===== src/rtl/sthm_pkg.sv =====
// Types and constants of the supply trend hysteresis monitor.
package sthm_pkg;

    localparam int SAMPLE_W   = 12;
    localparam int SHIFT_W    = 3;
    localparam int TREND_W    = 14;
    localparam int FORECAST_W = 21;
    localparam int CFG_IDX_W  = 3;
    localparam int CFG_DATA_W = 12;

    typedef logic [SAMPLE_W-1:0]          sample_t;
    typedef logic [SHIFT_W-1:0]           shift_t;
    typedef logic signed [TREND_W-1:0]    trend_t;
    typedef logic signed [FORECAST_W-1:0] forecast_t;
    typedef logic [CFG_IDX_W-1:0]         cfg_idx_t;
    typedef logic [CFG_DATA_W-1:0]        cfg_data_t;

    typedef enum logic [1:0] {
        ACT_NONE   = 2'd0,
        ACT_NORMAL = 2'd1,
        ACT_LOW    = 2'd2
    } action_t;

    // Configuration register indexes
    localparam cfg_idx_t CFG_HIGH_THRESHOLD = 3'd0;
    localparam cfg_idx_t CFG_LOW_THRESHOLD  = 3'd1;
    localparam cfg_idx_t CFG_LEVEL_SHIFT    = 3'd2;
    localparam cfg_idx_t CFG_TREND_SHIFT    = 3'd3;
    localparam cfg_idx_t CFG_FORECAST_SHIFT = 3'd4;
    localparam cfg_idx_t CFG_START_LEVEL    = 3'd5;

    // Reset values of the configuration registers
    localparam sample_t RST_HIGH_THRESHOLD = 12'h0E00;
    localparam sample_t RST_LOW_THRESHOLD  = 12'h0C00;
    localparam shift_t  RST_LEVEL_SHIFT    = 3'd1;
    localparam shift_t  RST_TREND_SHIFT    = 3'd5;
    localparam shift_t  RST_FORECAST_SHIFT = 3'd3;
    localparam sample_t RST_START_LEVEL    = 12'h0800;

endpackage


===== src/rtl/sthm_in_if.sv =====
// Input channel: one supply sample and the link flag per transaction.
interface sthm_in_if;
    import sthm_pkg::*;

    logic    valid;
    logic    ready;
    sample_t sample;
    logic    link_open;

    modport source (output valid, output sample, output link_open, input ready);
    modport sink   (input valid, input sample, input link_open, output ready);
endinterface


===== src/rtl/sthm_out_if.sv =====
// Output channel: power mode, action and forecast per transaction.
interface sthm_out_if;
    import sthm_pkg::*;

    logic      valid;
    logic      ready;
    logic      power_low;
    action_t   action;
    forecast_t forecast;

    modport source (output valid, output power_low, output action, output forecast,
                    input ready);
    modport sink   (input valid, input power_low, input action, input forecast,
                    output ready);
endinterface


===== src/rtl/supply_trend_hysteresis_monitor.sv =====
// Supply trend monitor: smoothed level and trend, forecast, hysteretic power mode.
//
// Usage:
//   in_ch carries one 12-bit supply sample and a link_open flag per transaction;
//   out_ch returns one result per sample: power_low, action and the signed
//   21-bit forecast. Thresholds, smoothing shifts and the start level are set
//   through the write port (cfg_wr_en, cfg_index, cfg_data) while no sample is
//   in flight.
// Path: a sample taken from in_ch passes the input register and then the
//   output register, from which it is presented on out_ch.
// Throughput: one sample per cycle unless out_ch stalls. The input register
//   feeds a single pass of shifts, adds and two compares that updates the
//   averages and the mode and loads the output register in the same cycle.
// Stall: while out_ch is stalled the result holds; an empty input register still
//   takes one more sample from in_ch, then ready drops until the output moves.
// Reset: rst_n (asynchronous, active low) restores the default configuration,
//   clears both averages, the first-sample flag and the mode (normal), and
//   drops all pending transactions.
module supply_trend_hysteresis_monitor (
    input  logic                 clk,
    input  logic                 rst_n,
    sthm_in_if.sink              in_ch,
    sthm_out_if.source           out_ch,
    input  logic                 cfg_wr_en,
    input  sthm_pkg::cfg_idx_t   cfg_index,
    input  sthm_pkg::cfg_data_t  cfg_data
);
    import sthm_pkg::*;

    // configuration
    sample_t high_threshold_reg;
    sample_t low_threshold_reg;
    shift_t  level_shift_reg;
    shift_t  trend_shift_reg;
    shift_t  forecast_shift_reg;
    sample_t start_level_reg;

    // state
    sample_t level_avg_reg;
    trend_t  trend_avg_reg;
    sample_t prev_sample_reg;
    logic    seen_any_reg;
    logic    mode_low_reg;

    // input register
    logic    s1_valid_reg;
    sample_t s1_sample_reg;
    logic    s1_link_reg;

    // output register
    logic      out_valid_reg;
    logic      out_power_low_reg;
    action_t   out_action_reg;
    forecast_t out_forecast_reg;

    logic out_advance;
    logic s1_fire;
    logic in_fire;

    sample_t                last_sample;
    logic signed [12:0]     diff;
    logic [19:0]            level_sum;
    sample_t                level_next;
    logic signed [21:0]     trend_wide;
    logic signed [21:0]     trend_sum;
    trend_t                 trend_next;
    logic signed [21:0]     forecast_wide;
    logic                   above_high;
    logic                   below_low;
    logic                   mode_low_next;
    action_t                action_next;

    assign out_advance  = !out_valid_reg || out_ch.ready;
    assign s1_fire      = s1_valid_reg && out_advance;
    assign in_ch.ready  = !s1_valid_reg || out_advance;
    assign in_fire      = in_ch.valid && in_ch.ready;

    assign out_ch.valid     = out_valid_reg;
    assign out_ch.power_low = out_power_low_reg;
    assign out_ch.action    = out_action_reg;
    assign out_ch.forecast  = out_forecast_reg;

    always_comb
    begin
        last_sample = seen_any_reg ? prev_sample_reg : start_level_reg;
        diff        = $signed({1'b0, s1_sample_reg}) - $signed({1'b0, last_sample});

        // (a << k) - a + x, then >> k; never negative
        level_sum  = ({8'b0, level_avg_reg} << level_shift_reg) - {8'b0, level_avg_reg}
                     + {8'b0, s1_sample_reg};
        level_next = 12'(level_sum >> level_shift_reg);

        // same update on the signed trend, arithmetic shift gives the floor
        trend_wide = {{8{trend_avg_reg[TREND_W-1]}}, trend_avg_reg};
        trend_sum  = (trend_wide <<< trend_shift_reg) - trend_wide
                     + {{9{diff[12]}}, diff};
        trend_next = TREND_W'(trend_sum >>> trend_shift_reg);

        forecast_wide = $signed({10'b0, level_next})
                        + ($signed({{8{trend_next[TREND_W-1]}}, trend_next})
                           <<< forecast_shift_reg);

        above_high = forecast_wide > $signed({10'b0, high_threshold_reg});
        below_low  = forecast_wide < $signed({10'b0, low_threshold_reg});

        // high test wins when the thresholds are crossed
        mode_low_next = mode_low_reg;
        action_next   = ACT_NONE;
        if (above_high)
        begin
            if (mode_low_reg)
            begin
                mode_low_next = 1'b0;
                action_next   = s1_link_reg ? ACT_NORMAL : ACT_NONE;
            end
        end
        else if (below_low)
        begin
            if (!mode_low_reg)
            begin
                mode_low_next = 1'b1;
                action_next   = s1_link_reg ? ACT_LOW : ACT_NONE;
            end
        end
    end

    always_ff @(posedge clk or negedge rst_n)
    begin
        if (!rst_n)
        begin
            high_threshold_reg <= RST_HIGH_THRESHOLD;
            low_threshold_reg  <= RST_LOW_THRESHOLD;
            level_shift_reg    <= RST_LEVEL_SHIFT;
            trend_shift_reg    <= RST_TREND_SHIFT;
            forecast_shift_reg <= RST_FORECAST_SHIFT;
            start_level_reg    <= RST_START_LEVEL;
        end
        else if (cfg_wr_en)
        begin
            case (cfg_index)
                CFG_HIGH_THRESHOLD: high_threshold_reg <= cfg_data;
                CFG_LOW_THRESHOLD:  low_threshold_reg  <= cfg_data;
                CFG_LEVEL_SHIFT:    level_shift_reg    <= cfg_data[SHIFT_W-1:0];
                CFG_TREND_SHIFT:    trend_shift_reg    <= cfg_data[SHIFT_W-1:0];
                CFG_FORECAST_SHIFT: forecast_shift_reg <= cfg_data[SHIFT_W-1:0];
                CFG_START_LEVEL:    start_level_reg    <= cfg_data;
                default:            ;
            endcase
        end
    end

    always_ff @(posedge clk or negedge rst_n)
    begin
        if (!rst_n)
        begin
            level_avg_reg   <= '0;
            trend_avg_reg   <= '0;
            prev_sample_reg <= '0;
            seen_any_reg    <= 1'b0;
            mode_low_reg    <= 1'b0;
            s1_valid_reg    <= 1'b0;
            out_valid_reg   <= 1'b0;
        end
        else
        begin
            if (in_fire)
                s1_valid_reg <= 1'b1;
            else if (s1_fire)
                s1_valid_reg <= 1'b0;

            if (s1_fire)
            begin
                level_avg_reg   <= level_next;
                trend_avg_reg   <= trend_next;
                prev_sample_reg <= s1_sample_reg;
                seen_any_reg    <= 1'b1;
                mode_low_reg    <= mode_low_next;
                out_valid_reg   <= 1'b1;
            end
            else if (out_ch.ready)
                out_valid_reg <= 1'b0;
        end
    end

    // payload registers
    always_ff @(posedge clk)
    begin
        if (in_fire)
        begin
            s1_sample_reg <= in_ch.sample;
            s1_link_reg   <= in_ch.link_open;
        end
        if (s1_fire)
        begin
            out_power_low_reg <= mode_low_next;
            out_action_reg    <= action_next;
            out_forecast_reg  <= FORECAST_W'(forecast_wide);
        end
    end

endmodule


===== src/flat_wrapper.sv =====
// flat-port wrapper written by rule: the top's interface ports become plain ports
module supply_trend_hysteresis_monitor_flat import sthm_pkg::*;
  (clk, rst_n, cfg_wr_en, cfg_index, cfg_data, in_ch_valid, in_ch_sample, in_ch_link_open, in_ch_ready, out_ch_valid, out_ch_power_low, out_ch_action, out_ch_forecast, out_ch_ready);
  sthm_in_if in_ch_i ();
  sthm_out_if out_ch_i ();
  input  logic clk;
  input  logic rst_n;
  input  logic cfg_wr_en;
  input  sthm_pkg::cfg_idx_t cfg_index;
  input  sthm_pkg::cfg_data_t cfg_data;
  input wire logic [$bits(in_ch_i.valid)-1:0] in_ch_valid;
  input wire logic [$bits(in_ch_i.sample)-1:0] in_ch_sample;
  input wire logic [$bits(in_ch_i.link_open)-1:0] in_ch_link_open;
  output wire logic [$bits(in_ch_i.ready)-1:0] in_ch_ready;
  output wire logic [$bits(out_ch_i.valid)-1:0] out_ch_valid;
  output wire logic [$bits(out_ch_i.power_low)-1:0] out_ch_power_low;
  output wire logic [$bits(out_ch_i.action)-1:0] out_ch_action;
  output wire logic [$bits(out_ch_i.forecast)-1:0] out_ch_forecast;
  input wire logic [$bits(out_ch_i.ready)-1:0] out_ch_ready;
  assign in_ch_i.valid = in_ch_valid;
  assign in_ch_i.sample = in_ch_sample;
  assign in_ch_i.link_open = in_ch_link_open;
  assign in_ch_ready = in_ch_i.ready;
  assign out_ch_valid = out_ch_i.valid;
  assign out_ch_power_low = out_ch_i.power_low;
  assign out_ch_action = out_ch_i.action;
  assign out_ch_forecast = out_ch_i.forecast;
  assign out_ch_i.ready = out_ch_ready;
  supply_trend_hysteresis_monitor u_core (.clk(clk), .rst_n(rst_n), .in_ch(in_ch_i), .out_ch(out_ch_i), .cfg_wr_en(cfg_wr_en), .cfg_index(cfg_index), .cfg_data(cfg_data));
endmodule

===== config.mk =====
export PLATFORM = sky130hd
export DESIGN_NAME = supply_trend_hysteresis_monitor_flat
export DESIGN_NICKNAME = d
export VERILOG_FILES = /design/src/rtl/sthm_pkg.sv /design/src/rtl/sthm_in_if.sv /design/src/rtl/sthm_out_if.sv /design/src/rtl/supply_trend_hysteresis_monitor.sv /design/src/flat_wrapper.sv
export SDC_FILE = /design/constraint.sdc
export NUM_CORES = 1
export LEC_CHECK = 0
export BUFFER_PORTS_ARGS = -buffer_cell sky130_fd_sc_hd__buf_2
export CORE_ASPECT_RATIO = 1.2
export CORE_MARGIN = 8
export CORE_UTILIZATION = 45
export DETAILED_ROUTE_END_ITERATION = 8
export GPL_TIMING_DRIVEN = 0
export PLACE_DENSITY = 0.69
export SKIP_CTS_REPAIR_TIMING = 1
export SLEW_MARGIN = 30
export SYNTH_ARGS = -nofsm -noshare
export SYNTH_HDL_FRONTEND = slang
export SYNTH_SLANG_ARGS = --single-unit

===== constraint.sdc =====
create_clock -name clk -period 9.15 [get_ports clk]
set_input_delay 1.3725 -clock clk [delete_from_list [all_inputs] [get_ports clk]]
set_output_delay 1.3725 -clock clk [all_outputs]
set_load 0.02 [all_outputs]

==> metrics.txt <==
Worst Path Required 9.32 ns; Cells after DPL between 1.5k and 2k; Mapped Nets 1608; main area contributors after synthesis dfrtp_1, edfxtp_1, ha_1, mux2i_1, fa_1; Layout area overhead 19.2%; Core Rows 67; WL/cell 20.3 um; top cell type's share of synthesized area 0.152; WP data arrival 9.36 ns; fin util 0.541; max incr delay on CP 0.48 ns; CP delay by family, top compound AO/OA/AOI/OAI gates; ANT nets after route 0; layout cells sized above 1 0.229; die area 0.0335 mm^2; final std cells w/o fill around 1.9k; CP Class flip-flop to flip-flop; Final Hold Fails 0; register area share after synthesis 0.263; R2R cell count 46; Detailed Place HPWL 30000 um; Setup Skew 0.00952 ns; Critical Path Sink Type flip-flop; Core Area 0.0277 mm^2; Final nets 1723; Total Routed Length 39100 um; CP Max Fanout 10; Residual DRC 0; CTS Sinks 124; fillers 2529; Yosys top cell by area dfrtp_1; CTS tree done; Avg Synthesized Cell Area 8.63 um^2; die height 199 um; min Tclk post-route just over 9 ns; vias 11.5k; R2R setup slack -0.04 ns; Netlist Area Pre-Place 0.0125 mm^2; max FFs per register 21; largest net degree at the start of global routing 56; pins over their slew limit 0; maximum root-to-sink buffer count 2; fmax 109 MHz; top cells by count, synth nand2_1, inv_1, o21ai_0; routability cong. 0.930; RR Endpoint u_core.out_ch.action[0]; count leader, synth nand2_1; period utilization 1.00; RR Startpoint u_core.seen_any_reg; WP buf/inv 4; root buf cell clkbuf_16; antenna violations before repair 0; CTS clk-pin slew, worst paths around 0.060 ns; grt ovf 0; hold path cells 2; I/O pins slightly below 60; Yosys warnings 0; CTS buffer count 17; first drt pass iteration count 5; violated checks setup timing; post-synthesis sequential element count 124; Post-synth EDFFs 37; ys async rst share 0.702; H-tree lvl count 4; Total Routing Usage GR 0.228; port bufs 58; commonest register cell after synthesis dfrtp_1; CP Launch Type flip-flop; slowest CP cell fa_1; Cells after Synth 1454; synth unique cells 87; Placed Area ~0.013 mm^2; relative slew slack 0.411; routed vias/inst roughly 6; initial core utilization 0.454; RSZ-0062 raised after global routing yes; initial drt markers 962; clk_lat worst skew approximately 0.42 ns; Worst Hold End u_core.prev_sample_reg[8]; Hold WC Path Type flip-flop to flip-flop; chip width 168 um; Slew @ Worst Pin between 0.8 and 0.9 ns; min-delay src u_core.prev_sample_reg[8]; Crit path top cell by count a21o_1; max_cap viols 0; post-route cell area 0.0150 mm^2; status complete, but fails checks; first-pass GRT wire length just over 60000 um; n_diodes 0; Final setup violation count 1; vias in the first global route 11.1k; Final Worst Setup Slack -0.0407 ns
-- cell families after synthesis --
logic type,synth area share
AO/OA/AOI/OAI,0.221
XOR/XNOR,0.0377
adder cells (fa/ha/maj),0.141
buffers and inverters,0.0623
flip-flops,0.263
multiplexers,0.122
AND/OR/NAND/NOR,0.153
-- through the flow --
stage / worst slack [ns] / hold slack (ns) / setup TNS (ns)
after global routing: -0.432 / 0.504 / -1.48
after detailed placement: -1.81 / 0.472 / -11.56
after global placement: -1.74 / 0.458 / -10.55
after CTS: -1.88 / 0.484 / -12.30
final: -0.0407 / 0.482 / -0.0407
after floorplan: 0.0626 / 0.444 / 0
-- cell usage in the layout (no fill, tap or decap), drive strengths merged, types with 15 or more instances in the layout --
| cell type | Yosys | layout |
|---|---|---|
| nor2b | 16 | 16 |
| nand2 | 169 | 169 |
| o21bai | 15 | 15 |
| o21ai | 111 | 111 |
| buf | 21 | 117 |
| a21o | 26 | 26 |
| inv | 131 | 136 |
| nor3 | 25 | 25 |
| a21oi | 78 | 78 |
| ha | 87 | 87 |
| xor2 | 19 | 19 |
| xnor2 | 35 | 35 |
| nand3 | 17 | 17 |
| mux2i | 86 | 86 |
| dfrtp | 76 | 76 |
| nand2b | 19 | 19 |
| nor2 | 91 | 91 |
| a31oi | 16 | 16 |
| o21a | 17 | 17 |
| clkbuf | 48 | 65 |
| mux2 | 45 | 45 |
| edfxtp | 37 | 37 |
| fa | 34 | 34 |
| a211oi | 23 | 23 |
-- layout make-up --
type,instances,area (um^2),share of cell area
Buffer,65,340,0.0228
Clock buffer,17,425,0.0284
Clock inverter,15,185,0.0124
Inverter,132,495,0.0331
Multi-Input combinational cell,1129,9120,0.610
Sequential cell,124,3300,0.221
Tap cell,345,432,0.0289
Timing Repair Buffer,100,652,0.0436
-- per-layer routing --
metal | wire length [um] | share of wire | vias up | track usage
met3 | 1500 | 0.038 | 104 | 0.0250
met2 | 19900 | 0.51 | 369 | 0.404
met1 | 16000 | 0.41 | 5613 | 0.273
li1 | - | - | 5448 | -
met4 | 1650 | 0.042 | 0 | 0.106
met5 | 0 | 0 | - | 0
-- worst max-delay path by stage --
stage | start | end | cells after the start
global placement | u_core.seen_any_reg | u_core.out_ch.action[1] | 43
CTS | u_core.seen_any_reg | u_core.out_ch.action[1] | 41
finish | u_core.seen_any_reg | u_core.out_ch.action[0] | 46
detailed placement | u_core.seen_any_reg | u_core.out_ch.action[1] | 41
global route | u_core.seen_any_reg | u_core.out_ch.action[0] | 44
floorplan | u_core.seen_any_reg | u_core.out_ch.action[0] | 39
-- worst register-to-register path: cells and delay by family (launching register included) --
kind,cells,cell delay [ns]
AO/OA/AOI/OAI,20,3.47
XOR/XNOR,3,0.64
adder cells (fa/ha/maj),5,1.67
buffers and inverters,4,0.52
flip-flops,1,0.43
multiplexers,2,0.40
AND/OR/NAND/NOR,12,1.81
Power is not shown: default switching activity piles up to over one toggle a cycle in this logic, so the estimate is an artifact.
